**config.mk**
```make
export PLATFORM = sky130hd
export DESIGN_NAME = i2c_eeprom_transaction_master
export DESIGN_NICKNAME = d
export VERILOG_FILES = /design/src/i2cee_pkg.sv /design/src/i2cee_front.sv /design/src/i2cee_queue.sv /design/src/i2cee_engine.sv /design/src/i2c_eeprom_transaction_master.sv
export SDC_FILE = /design/constraint.sdc
export NUM_CORES = 1
export LEC_CHECK = 0
export ABC_CLOCK_PERIOD_IN_PS = 3000
export BUFFER_PORTS_ARGS = -buffer_cell sky130_fd_sc_hd__buf_2
export CELL_PAD_IN_SITES_DETAIL_PLACEMENT = 0
export CELL_PAD_IN_SITES_GLOBAL_PLACEMENT = 1
export CORE_UTILIZATION = 45
export DETAILED_ROUTE_END_ITERATION = 10
export PLACE_DENSITY = 0.8
export SYNTH_ARGS = -nofsm -noshare
export SYNTH_HDL_FRONTEND = slang
export SYNTH_SLANG_ARGS = --single-unit
```
**constraint.sdc**
```tcl
create_clock -name clk -period 3 [get_ports clk]
set_input_delay 0.3 -clock clk [delete_from_list [all_inputs] [get_ports clk]]
set_output_delay 0.3 -clock clk [all_outputs]
set_load 0.02 [all_outputs]
```
**src/i2cee_pkg.sv**
```systemverilog
package i2cee_pkg;

	// opcodes of an input beat
	localparam logic [1:0] OP_TICK   = 2'd0;
	localparam logic [1:0] OP_WRITE  = 2'd1;
	localparam logic [1:0] OP_READ   = 2'd2;
	localparam logic [1:0] OP_SUPPLY = 2'd3;

	// completion status codes
	localparam logic [1:0] STAT_OK       = 2'd0;
	localparam logic [1:0] STAT_DEV_NACK = 2'd1;
	localparam logic [1:0] STAT_WA_NACK  = 2'd2;
	localparam logic [1:0] STAT_DAT_NACK = 2'd3;

	localparam logic [8:0] MAX_BYTE_COUNT = 9'd256;
	localparam logic [6:0] DEV_ADDR_RESET = 7'd80;

	// register map
	localparam logic [2:0] ADDR_DEV = 3'd0;

	// classified command handed from front to engine
	typedef struct packed {
		logic       begin_op;
		logic       read_op;
		logic       supply_op;
		logic [7:0] word_addr;
		logic [8:0] count;
		logic [7:0] tx_byte;
		logic       sda;
	} cmd_t;

	typedef struct packed {
		logic       scl;
		logic       sda_release;
		logic       busy_res;
		logic       need_data;
		logic       rx_valid;
		logic [7:0] rx_byte;
		logic       done_res;
		logic [1:0] status;
	} res_t;

endpackage

```
**src/i2cee_front.sv**
```systemverilog
module i2cee_front import i2cee_pkg::*; (
	input  logic       clk,
	input  logic       arst_n,
	input  logic       in_valid,
	output logic       in_stall,
	input  logic [1:0] opcode,
	input  logic [7:0] word_addr,
	input  logic [8:0] byte_count,
	input  logic [7:0] tx_byte,
	input  logic       sda_in,
	output logic       push,
	output cmd_t       push_cmd,
	input  logic       q_ready
);

	logic valid_s1;
	cmd_t cmd_s1;
	cmd_t cmd_d;
	logic [8:0] cnt_sat;

	always_comb begin
		cnt_sat = (byte_count > MAX_BYTE_COUNT) ? MAX_BYTE_COUNT : byte_count;
		cmd_d.begin_op  = (opcode == OP_WRITE) || (opcode == OP_READ);
		cmd_d.read_op   = (opcode == OP_READ);
		cmd_d.supply_op = (opcode == OP_SUPPLY);
		cmd_d.word_addr = word_addr;
		// a read of zero bytes still reads one
		cmd_d.count     = ((opcode == OP_READ) && (cnt_sat == 9'd0)) ? 9'd1 : cnt_sat;
		cmd_d.tx_byte   = tx_byte;
		cmd_d.sda       = sda_in;
	end

	assign in_stall = valid_s1 && !q_ready;
	assign push     = valid_s1 && q_ready;
	assign push_cmd = cmd_s1;

	always_ff @(posedge clk or negedge arst_n) begin
		if (!arst_n) begin
			valid_s1 <= 1'b0;
		end else if (!in_stall) begin
			valid_s1 <= in_valid;
		end
	end

	always_ff @(posedge clk) begin
		if (!in_stall && in_valid) begin
			cmd_s1 <= cmd_d;
		end
	end

endmodule

```
**src/i2cee_queue.sv**
```systemverilog
module i2cee_queue import i2cee_pkg::*; (
	input  logic clk,
	input  logic arst_n,
	input  logic push,
	input  cmd_t push_cmd,
	output logic q_ready,
	output logic q_valid,
	output cmd_t q_cmd,
	input  logic pop
);

	cmd_t       ent_q [2];
	logic       wr_ptr_q;
	logic       rd_ptr_q;
	logic [1:0] cnt_q;

	assign q_ready = (cnt_q != 2'd2);
	assign q_valid = (cnt_q != 2'd0);
	assign q_cmd   = ent_q[rd_ptr_q];

	always_ff @(posedge clk or negedge arst_n) begin
		if (!arst_n) begin
			wr_ptr_q <= 1'b0;
			rd_ptr_q <= 1'b0;
			cnt_q    <= 2'd0;
		end else begin
			if (push) begin
				wr_ptr_q <= ~wr_ptr_q;
			end
			if (pop) begin
				rd_ptr_q <= ~rd_ptr_q;
			end
			unique case ({push, pop})
				2'b10:   cnt_q <= cnt_q + 2'd1;
				2'b01:   cnt_q <= cnt_q - 2'd1;
				default: cnt_q <= cnt_q;
			endcase
		end
	end

	always_ff @(posedge clk) begin
		if (push) begin
			ent_q[wr_ptr_q] <= push_cmd;
		end
	end

endmodule

```
**src/i2cee_engine.sv**
```systemverilog
module i2cee_engine import i2cee_pkg::*; (
	input  logic       clk,
	input  logic       arst_n,
	input  logic [6:0] dev_addr,
	input  logic       q_valid,
	input  cmd_t       q_cmd,
	output logic       pop,
	input  logic       out_stall,
	output logic       out_valid,
	output res_t       res
);

	localparam logic [3:0] S_IDLE     = 4'd0;
	localparam logic [3:0] S_START    = 4'd1;
	localparam logic [3:0] S_DEVW     = 4'd2;
	localparam logic [3:0] S_DEVW_ACK = 4'd3;
	localparam logic [3:0] S_WORD     = 4'd4;
	localparam logic [3:0] S_WORD_ACK = 4'd5;
	localparam logic [3:0] S_WAIT     = 4'd6;
	localparam logic [3:0] S_DATA     = 4'd7;
	localparam logic [3:0] S_DATA_ACK = 4'd8;
	localparam logic [3:0] S_RSTART   = 4'd9;
	localparam logic [3:0] S_DEVR     = 4'd10;
	localparam logic [3:0] S_DEVR_ACK = 4'd11;
	localparam logic [3:0] S_RECV     = 4'd12;
	localparam logic [3:0] S_MACK     = 4'd13;
	localparam logic [3:0] S_STOP     = 4'd14;

	logic [3:0] st_q, st_d;
	logic [1:0] ph_q, ph_d;
	logic [2:0] bit_q, bit_d;
	logic [7:0] sh_q, sh_d;
	logic [8:0] left_q, left_d;
	logic [7:0] addr_q, addr_d;
	logic       rd_q, rd_d;
	logic [1:0] lst_q, lst_d;
	logic [8:0] left_dec;
	res_t       r;
	logic       out_valid_q;
	res_t       res_q;

	assign pop       = q_valid && (!out_valid_q || !out_stall);
	assign out_valid = out_valid_q;
	assign res       = res_q;
	assign left_dec  = (left_q != 9'd0) ? (left_q - 9'd1) : 9'd0;

	always_comb begin
		st_d   = st_q;
		ph_d   = ph_q;
		bit_d  = bit_q;
		sh_d   = sh_q;
		left_d = left_q;
		addr_d = addr_q;
		rd_d   = rd_q;
		lst_d  = lst_q;
		r             = '0;
		r.scl         = 1'b1;
		r.sda_release = 1'b1;

		unique case (st_q)
			S_IDLE: begin
				if (q_cmd.begin_op) begin
					rd_d   = q_cmd.read_op;
					addr_d = q_cmd.word_addr;
					left_d = q_cmd.count;
					lst_d  = STAT_OK;
					ph_d   = 2'd0;
					bit_d  = 3'd0;
					st_d   = S_START;
				end
			end
			S_START, S_RSTART: begin
				if (ph_q == 2'd0) begin
					ph_d = 2'd1;
				end else if (ph_q == 2'd1) begin
					r.sda_release = 1'b0;
					ph_d = 2'd2;
				end else begin
					r.scl         = 1'b0;
					r.sda_release = 1'b0;
					sh_d  = {dev_addr, (st_q == S_RSTART)};
					st_d  = (st_q == S_START) ? S_DEVW : S_DEVR;
					ph_d  = 2'd0;
					bit_d = 3'd0;
				end
			end
			S_DEVW, S_WORD, S_DATA, S_DEVR: begin
				r.sda_release = sh_q[3'd7 - bit_q];
				r.scl         = (ph_q == 2'd1);
				if (ph_q != 2'd2) begin
					ph_d = ph_q + 2'd1;
				end else begin
					ph_d = 2'd0;
					if (bit_q != 3'd7) begin
						bit_d = bit_q + 3'd1;
					end else begin
						bit_d = 3'd0;
						st_d  = st_q + 4'd1;
					end
				end
			end
			S_DEVW_ACK, S_WORD_ACK, S_DATA_ACK, S_DEVR_ACK: begin
				if (ph_q == 2'd0) begin
					if (q_cmd.sda) begin
						priority if (st_q == S_WORD_ACK) begin
							r.status = STAT_WA_NACK;
						end else if (st_q == S_DATA_ACK) begin
							r.status = STAT_DAT_NACK;
						end else begin
							r.status = STAT_DEV_NACK;
						end
						lst_d      = r.status;
						r.done_res = 1'b1;
						st_d       = S_IDLE;
					end else begin
						ph_d = 2'd1;
					end
				end else begin
					r.scl = 1'b0;
					ph_d  = 2'd0;
					bit_d = 3'd0;
					priority if (st_q == S_DEVW_ACK) begin
						sh_d = addr_q;
						st_d = S_WORD;
					end else if (st_q == S_WORD_ACK) begin
						if (rd_q) begin
							st_d = S_RSTART;
						end else begin
							st_d = (left_q != 9'd0) ? S_WAIT : S_STOP;
						end
					end else if (st_q == S_DATA_ACK) begin
						left_d = left_dec;
						st_d   = (left_dec != 9'd0) ? S_WAIT : S_STOP;
					end else begin
						sh_d = 8'd0;
						st_d = S_RECV;
					end
				end
			end
			S_WAIT: begin
				r.scl = 1'b0;
				if (q_cmd.supply_op) begin
					sh_d  = q_cmd.tx_byte;
					ph_d  = 2'd0;
					bit_d = 3'd0;
					st_d  = S_DATA;
				end
			end
			S_RECV: begin
				if (ph_q == 2'd0) begin
					sh_d = {sh_q[6:0], q_cmd.sda};
					ph_d = 2'd1;
				end else begin
					r.scl = 1'b0;
					ph_d  = 2'd0;
					if (bit_q != 3'd7) begin
						bit_d = bit_q + 3'd1;
					end else begin
						bit_d     = 3'd0;
						r.rx_valid = 1'b1;
						r.rx_byte  = sh_q;
						st_d      = S_MACK;
					end
				end
			end
			S_MACK: begin
				// ACK every byte but the last
				r.sda_release = !(left_q > 9'd1);
				r.scl         = (ph_q == 2'd1);
				if (ph_q != 2'd2) begin
					ph_d = ph_q + 2'd1;
				end else begin
					ph_d   = 2'd0;
					left_d = left_dec;
					sh_d   = 8'd0;
					bit_d  = 3'd0;
					st_d   = (left_dec != 9'd0) ? S_RECV : S_STOP;
				end
			end
			S_STOP: begin
				if (ph_q == 2'd0) begin
					r.scl         = 1'b0;
					r.sda_release = 1'b0;
					ph_d = 2'd1;
				end else if (ph_q == 2'd1) begin
					r.sda_release = 1'b0;
					ph_d = 2'd2;
				end else begin
					ph_d       = 2'd0;
					r.done_res = 1'b1;
					r.status   = lst_q;
					st_d       = S_IDLE;
				end
			end
			default: begin
				st_d  = S_IDLE;
				ph_d  = 2'd0;
				bit_d = 3'd0;
			end
		endcase

		r.busy_res  = (st_d != S_IDLE);
		r.need_data = (st_d == S_WAIT);
	end

	always_ff @(posedge clk or negedge arst_n) begin
		if (!arst_n) begin
			st_q        <= S_IDLE;
			ph_q        <= 2'd0;
			bit_q       <= 3'd0;
			sh_q        <= 8'd0;
			left_q      <= 9'd0;
			addr_q      <= 8'd0;
			rd_q        <= 1'b0;
			lst_q       <= STAT_OK;
			out_valid_q <= 1'b0;
		end else begin
			if (pop) begin
				st_q   <= st_d;
				ph_q   <= ph_d;
				bit_q  <= bit_d;
				sh_q   <= sh_d;
				left_q <= left_d;
				addr_q <= addr_d;
				rd_q   <= rd_d;
				lst_q  <= lst_d;
			end
			if (pop) begin
				out_valid_q <= 1'b1;
			end else if (!out_stall) begin
				out_valid_q <= 1'b0;
			end
		end
	end

	always_ff @(posedge clk) begin
		if (pop) begin
			res_q <= r;
		end
	end

endmodule

```
**src/i2c_eeprom_transaction_master.sv**
```systemverilog
// Serial-EEPROM transaction master, one bus phase per input beat.
// A beat passes through the front register, the two-entry queue and the engine
// output register before its result beat shows.
// Throughput: one beat per cycle while the result channel does not stall; the engine updates one phase per popped beat.
// Reset (arst_n low, asynchronous): engine idle, queue empty, device
// address back to 80.
module i2c_eeprom_transaction_master import i2cee_pkg::*; (
	input  logic        clk,
	input  logic        arst_n,
	// input channel
	input  logic        in_valid,
	output logic        in_stall,
	input  logic [1:0]  opcode,
	input  logic [7:0]  word_addr,
	input  logic [8:0]  byte_count,
	input  logic [7:0]  tx_byte,
	input  logic        sda_in,
	// result channel
	output logic        out_valid,
	input  logic        out_stall,
	output logic        scl,
	output logic        sda_release,
	output logic        busy_res,
	output logic        need_data,
	output logic        rx_valid,
	output logic [7:0]  rx_byte,
	output logic        done_res,
	output logic [1:0]  status,
	// register port
	input  logic        psel,
	input  logic        penable,
	input  logic        pwrite,
	input  logic [2:0]  paddr,
	input  logic [31:0] pwdata,
	output logic [31:0] prdata,
	output logic        pready
);

	logic [6:0] dev_addr_q;
	logic       push;
	cmd_t       push_cmd;
	logic       q_ready;
	logic       q_valid;
	cmd_t       q_cmd;
	logic       pop;
	res_t       res;

	// Register port: one register (device address) at byte offset 0.
	assign pready = 1'b1;
	assign prdata = (paddr == ADDR_DEV) ? {25'd0, dev_addr_q} : 32'd0;

	always_ff @(posedge clk or negedge arst_n) begin
		if (!arst_n) begin
			dev_addr_q <= DEV_ADDR_RESET;
		end else if (psel && penable && pwrite && pready && (paddr == ADDR_DEV)) begin
			dev_addr_q <= pwdata[6:0];
		end
	end

	// Front: takes beats, saturates counts, decodes opcode.
	i2cee_front u_front (
		.clk        (clk),
		.arst_n     (arst_n),
		.in_valid   (in_valid),
		.in_stall   (in_stall),
		.opcode     (opcode),
		.word_addr  (word_addr),
		.byte_count (byte_count),
		.tx_byte    (tx_byte),
		.sda_in     (sda_in),
		.push       (push),
		.push_cmd   (push_cmd),
		.q_ready    (q_ready)
	);

	// Two-entry queue lets front and engine stall independently.
	i2cee_queue u_queue (
		.clk      (clk),
		.arst_n   (arst_n),
		.push     (push),
		.push_cmd (push_cmd),
		.q_ready  (q_ready),
		.q_valid  (q_valid),
		.q_cmd    (q_cmd),
		.pop      (pop)
	);

	// Engine: bus sequencer, one phase per popped command, registered result.
	i2cee_engine u_engine (
		.clk       (clk),
		.arst_n    (arst_n),
		.dev_addr  (dev_addr_q),
		.q_valid   (q_valid),
		.q_cmd     (q_cmd),
		.pop       (pop),
		.out_stall (out_stall),
		.out_valid (out_valid),
		.res       (res)
	);

	assign scl         = res.scl;
	assign sda_release = res.sda_release;
	assign busy_res    = res.busy_res;
	assign need_data   = res.need_data;
	assign rx_valid    = res.rx_valid;
	assign rx_byte     = res.rx_byte;
	assign done_res    = res.done_res;
	assign status      = res.status;

	// waiting for a write byte only happens mid-transaction
	a_need_busy: assert property (@(posedge clk) disable iff (!arst_n)
		out_valid |-> (!need_data || busy_res))
		else $error("need_data without busy");

	// a finished transaction never coincides with a received byte
	a_rx_done: assert property (@(posedge clk) disable iff (!arst_n)
		out_valid |-> !(rx_valid && done_res))
		else $error("rx_valid and done_res together");

	// a nonzero status is only reported on completion, and then engine is idle
	a_status_done: assert property (@(posedge clk) disable iff (!arst_n)
		(out_valid && (status != STAT_OK)) |-> (done_res && !busy_res))
		else $error("error status outside completion");

endmodule

```
==> impl_summary.md <==
STA
The number of endpoints with negative hold slack in the final report was 0. Between clock sinks in the finished design, the worst skew comes to 12.2 ps. The final critical path takes up 91.0% of the cycle.

The max-slew violation count is 0. The worst path meets setup with 271 ps of slack. Setup violations remaining at the end of the flow were counted as 0.

Setup repair after global routing left no endpoint under its margin. Final hold analysis gives a worst-case slack of 47.9 ps. The measured slew at the worst slew-check pin is 834 ps. Summed over all failing endpoints, the final setup total negative slack is 0 ps.

Static timing analysis puts the maximum clock frequency at 366 MHz. Headroom to the max-slew limit came out at 44.0%. The minimum period implied by the final worst setup slack is 2730 ps.

Clock tree
In this run the deepest clock path goes through 2 buffers. The number of clock buffers added by TritonCTS is 17. The H-tree was split into 4 levels. After clock tree synthesis, the clock-pin slew on the worst setup and hold paths is 70 ps. Post-CTS timing repair inserted 0 buffers for setup.

The tree is rooted in a sky130_fd_sc_hd__clkbuf_16. For the worst-skew pair, the clock arrives at the later sink with an insertion delay of 430 ps. The clock net sink count is 153.

TritonCTS built the clock tree.

Power
Summed over all cells, the static leakage comes to 0.00340 uW. The power per standard cell area is 1020 nW/um^2. The peak ir drop on the vdd network is 494 uV.

Floorplan
The core footprint is 15900 sq um. In this run the vertical extent of the chip is 129 um. The die covers 16800 sq um. The floorplan row count is 46. The starting density of the core is 46.0%. The die boundary width is 129 um. In this run the count of I/O pins placed on the die edge is 121.

Global routing
The combined global-route utilization of all metal layers is 18.6%. The first-pass GRT wire length is 23.5 mm. The maximum number of pins on one net before global-route repair is 33. The number of global-route vias before repair is 4589. The initial antenna violation count is 0. Global routing finished with a remaining overflow of 0.

Finish
0 antenna diodes ended up in the layout. Relative to the synthesized area, the layout overhead comes to 15.8%. The sequential cells in the finished layout cover a total of 4350 sq um. The area used by multi-input combinational logic is 2670 sq um.

In the layout the commonest cells are sky130_fd_sc_hd__edfxtp_1, sky130_fd_sc_hd__buf_2, sky130_fd_sc_hd__dfrtp_1. The commonest non-fill, non-tap cell in the layout is sky130_fd_sc_hd__edfxtp_1. The final layout contains 757 nets. Fill cells in the final layout number 1381. The fraction of layout instances using a drive strength above 1 is 24.1%.

Critical path
The worst endpoint data arrival time is 3030 ps. The end of the worst register-to-register path is u_engine.sh_q[2]. Together, buffers and inverters on the worst path number 2. On the worst path, the slowest cell contributes a delay of 630 ps. The largest individual stage delay along the critical path comes from the cell sky130_fd_sc_hd__a2111oi_4. In this run the critical register-to-register path is launched from u_engine.st_q[1]. The nature of the critical path endpoint is a flip-flop. Setup slack on the worst reg-to-reg path comes out at 270 ps. The signal on the critical path passes through inv_1 > ha_1 > buf_4 > and3b_1 > nor2_1 > nand2_1 > a2111oi_4 > mux2_2.

In this run the worst path has a maximum fanout of 8. The startpoint class of the critical path is a flip-flop. Measured in cells, the most critical reg-to-reg path has a length of 8. The family with the most delay on the worst path is compound AO/OA/AOI/OAI gates.

The data required time at the worst endpoint is 3300 ps. The critical path start-end classification is flip-flop to flip-flop.

Synth
The total of warnings raised by yosys is 0. The mapped netlist covers 7310 sq um. Counting every instance in the synthesized netlist gives 595. The average footprint of a synthesized cell is 12.3 sq um. The share of synthesized flip-flops with an asynchronous set or reset is 32.7%.

The prevailing post-synth register cell is sky130_fd_sc_hd__edfxtp_1. The synthesized netlist contains 69 unique library cells. The share of the Yosys chip area taken by registers is 59.4%.

The number of register bits inferred by synthesis is 153. Yosys mapped a number of flops with a built-in enable equal to 103.

Drt
In the final routed layout, each cell accounts on average for 16.2 um. After detailed routing, the number of vias per cell comes to 5.24. For this block, the routed nets add up to 14.7 mm of wire. In the routed design, unresolved DRC markers number 0.

Once detail routing completed, the nets flagged for antenna violations numbered 0. The number of design-rule violations left by the first detailed-router iteration is 328. The routed layout has 4737 vias. The number of iterations in the first detailed-routing pass is 5.

Run
The max-cap check violation count is 0.

Placed design
At the placement stage, the worst setup path has a slack of 234 ps. The number of buffers inserted by port buffering is 69. Routability-driven placement finished with a final weighted congestion of 0.920. The half-perimeter wire length after detailed placement is 10.3 mm.

Worst hold path
The worst min-delay path startpoint is sda_in. The worst hold path terminates at u_front.push_cmd[0]. In this run the worst hold path is classified as input pin to flip-flop. Along the worst hold path, the cell count comes to 1.

Outcome
The flow ran to the end, and the final reports show no timing, DRC or antenna violations.
[area by class of cell]
| class | instances | share of cell area (%) |
|---|---|---|
| inverter | 16 | 0.709 |
| clock buffer | 17 | 5.02 |
| multi-input combinational | 395 | 31.6 |
| timing repair buffer | 92 | 6.15 |
| clock inverter | 15 | 2.05 |
| sequential | 153 | 51.3 |
| tap | 216 | 3.19 |
[logic make-up (layout without fill, tap and decap cells)]
group                    Yosys count  in the layout  share of synthesized area, %
XOR/XNOR                           5              5                         0.599
other                              2             26                         0.103
multiplexers                      53             53                          7.96
AO/OA/AOI/OAI                    126            126                          11.8
buffers and inverters             71            140                          5.30
adder cells (fa/ha/maj)           12             12                          2.05
AND/OR/NAND/NOR                  173            173                          12.7
flip-flops                       153            153                          59.4
[stage by stage]
stage	total power (uW)	cells	area, sq um	utilization, %
after floorplan	5680	619	7400	-
after detailed placement	6540	871	7860	49.5
after global placement	6450	871	7860	49.5
after CTS	8700	904	8470	53.3
final	8660	904	8470	53.3
after global routing	9180	904	8470	53.3
[power by group]
group / switching, uW / internal [uW]
registers: 457 / 3040
clock network: 937 / 1190
logic: 1830 / 1200
total: 3220 / 5440
[state kept, by name (all words and copies together), names as in the netlist]
| register | count |
|---|---|
| u_queue.ent_q | 58 |
| u_front.push_cmd | 29 |
| u_engine.res | 16 |
| u_engine.left_q | 9 |
| u_engine.addr_q | 8 |
| u_engine.sh_q | 8 |
| dev_addr_q | 7 |
| u_engine.st_q | 4 |
| u_engine.bit_q | 3 |
| u_engine.lst_q | 2 |
| u_engine.ph_q | 2 |
| u_queue.cnt_q | 2 |
| u_engine.out_valid | 1 |
| u_engine.rd_q | 1 |
| u_front.valid_s1 | 1 |
| u_queue.rd_ptr_q | 1 |
| u_queue.wr_ptr_q | 1 |
[how the worst max path moves through the flow]
| stage | from | endpoint | slack, ps | cells past startpoint |
|---|---|---|---|---|
| after floorplan | u_engine.st_q[1] | u_engine.sh_q[0] | 610 | 9 |
| after global placement | u_engine.st_q[0] | u_engine.sh_q[0] | 240 | 8 |
| after detailed placement | u_engine.st_q[0] | u_engine.sh_q[2] | 230 | 8 |
| after CTS | u_engine.st_q[0] | u_engine.sh_q[2] | 190 | 8 |
| after global routing | u_engine.st_q[0] | u_engine.left_q[8] | 110 | 9 |
| final | u_engine.st_q[1] | u_engine.sh_q[2] | 270 | 8 |
[synthesized netlist by cell type, drive strengths merged, types with 3 or more instances]
master   count  share of area, %
a211oi       4              0.41
a21oi       32               2.3
a221o        7              0.96
a31oi        4              0.34
and2        17               1.5
and3         4              0.34
buf         38               3.6
clkbuf      17              0.87
dfrtp       48                16
edfxtp     103                42
ha          12               2.1
inv         16              0.82
mux2        21               3.2
mux2i       30               4.1
nand2       36               1.8
nand2b       7              0.60
nand3        9              0.62
nand3b       4              0.41
nor2        45               2.3
nor2b       15               1.3
nor3        11              0.82
nor3b        8              0.96
o2111ai      4              0.48
o211ai       5              0.58
o21a         3              0.31
o21ai       39               2.7
o22ai        5              0.43
or2          3              0.26
xnor2        4              0.48
[timing repair]
item | 4_1_cts | 5_1_grt
setup endpoints to repair | 0 | 5
resized for setup | 0 | 1
hold buffers | 1 | 0
hold endpoints to repair | 30 | 0
[per-layer routing]
| metal | vias up | GRT usage, % | part of all wire [%] |
|---|---|---|---|
| met5 | - | 0 | 0 |
| met1 | 2261 | 24.9 | 46 |
| met3 | 20 | 4.13 | 4.2 |
| li1 | 2313 | - | - |
| met4 | 0 | 6.36 | 1.5 |
| met2 | 143 | 30.1 | 48 |
(Power assumes the default switching activity.)
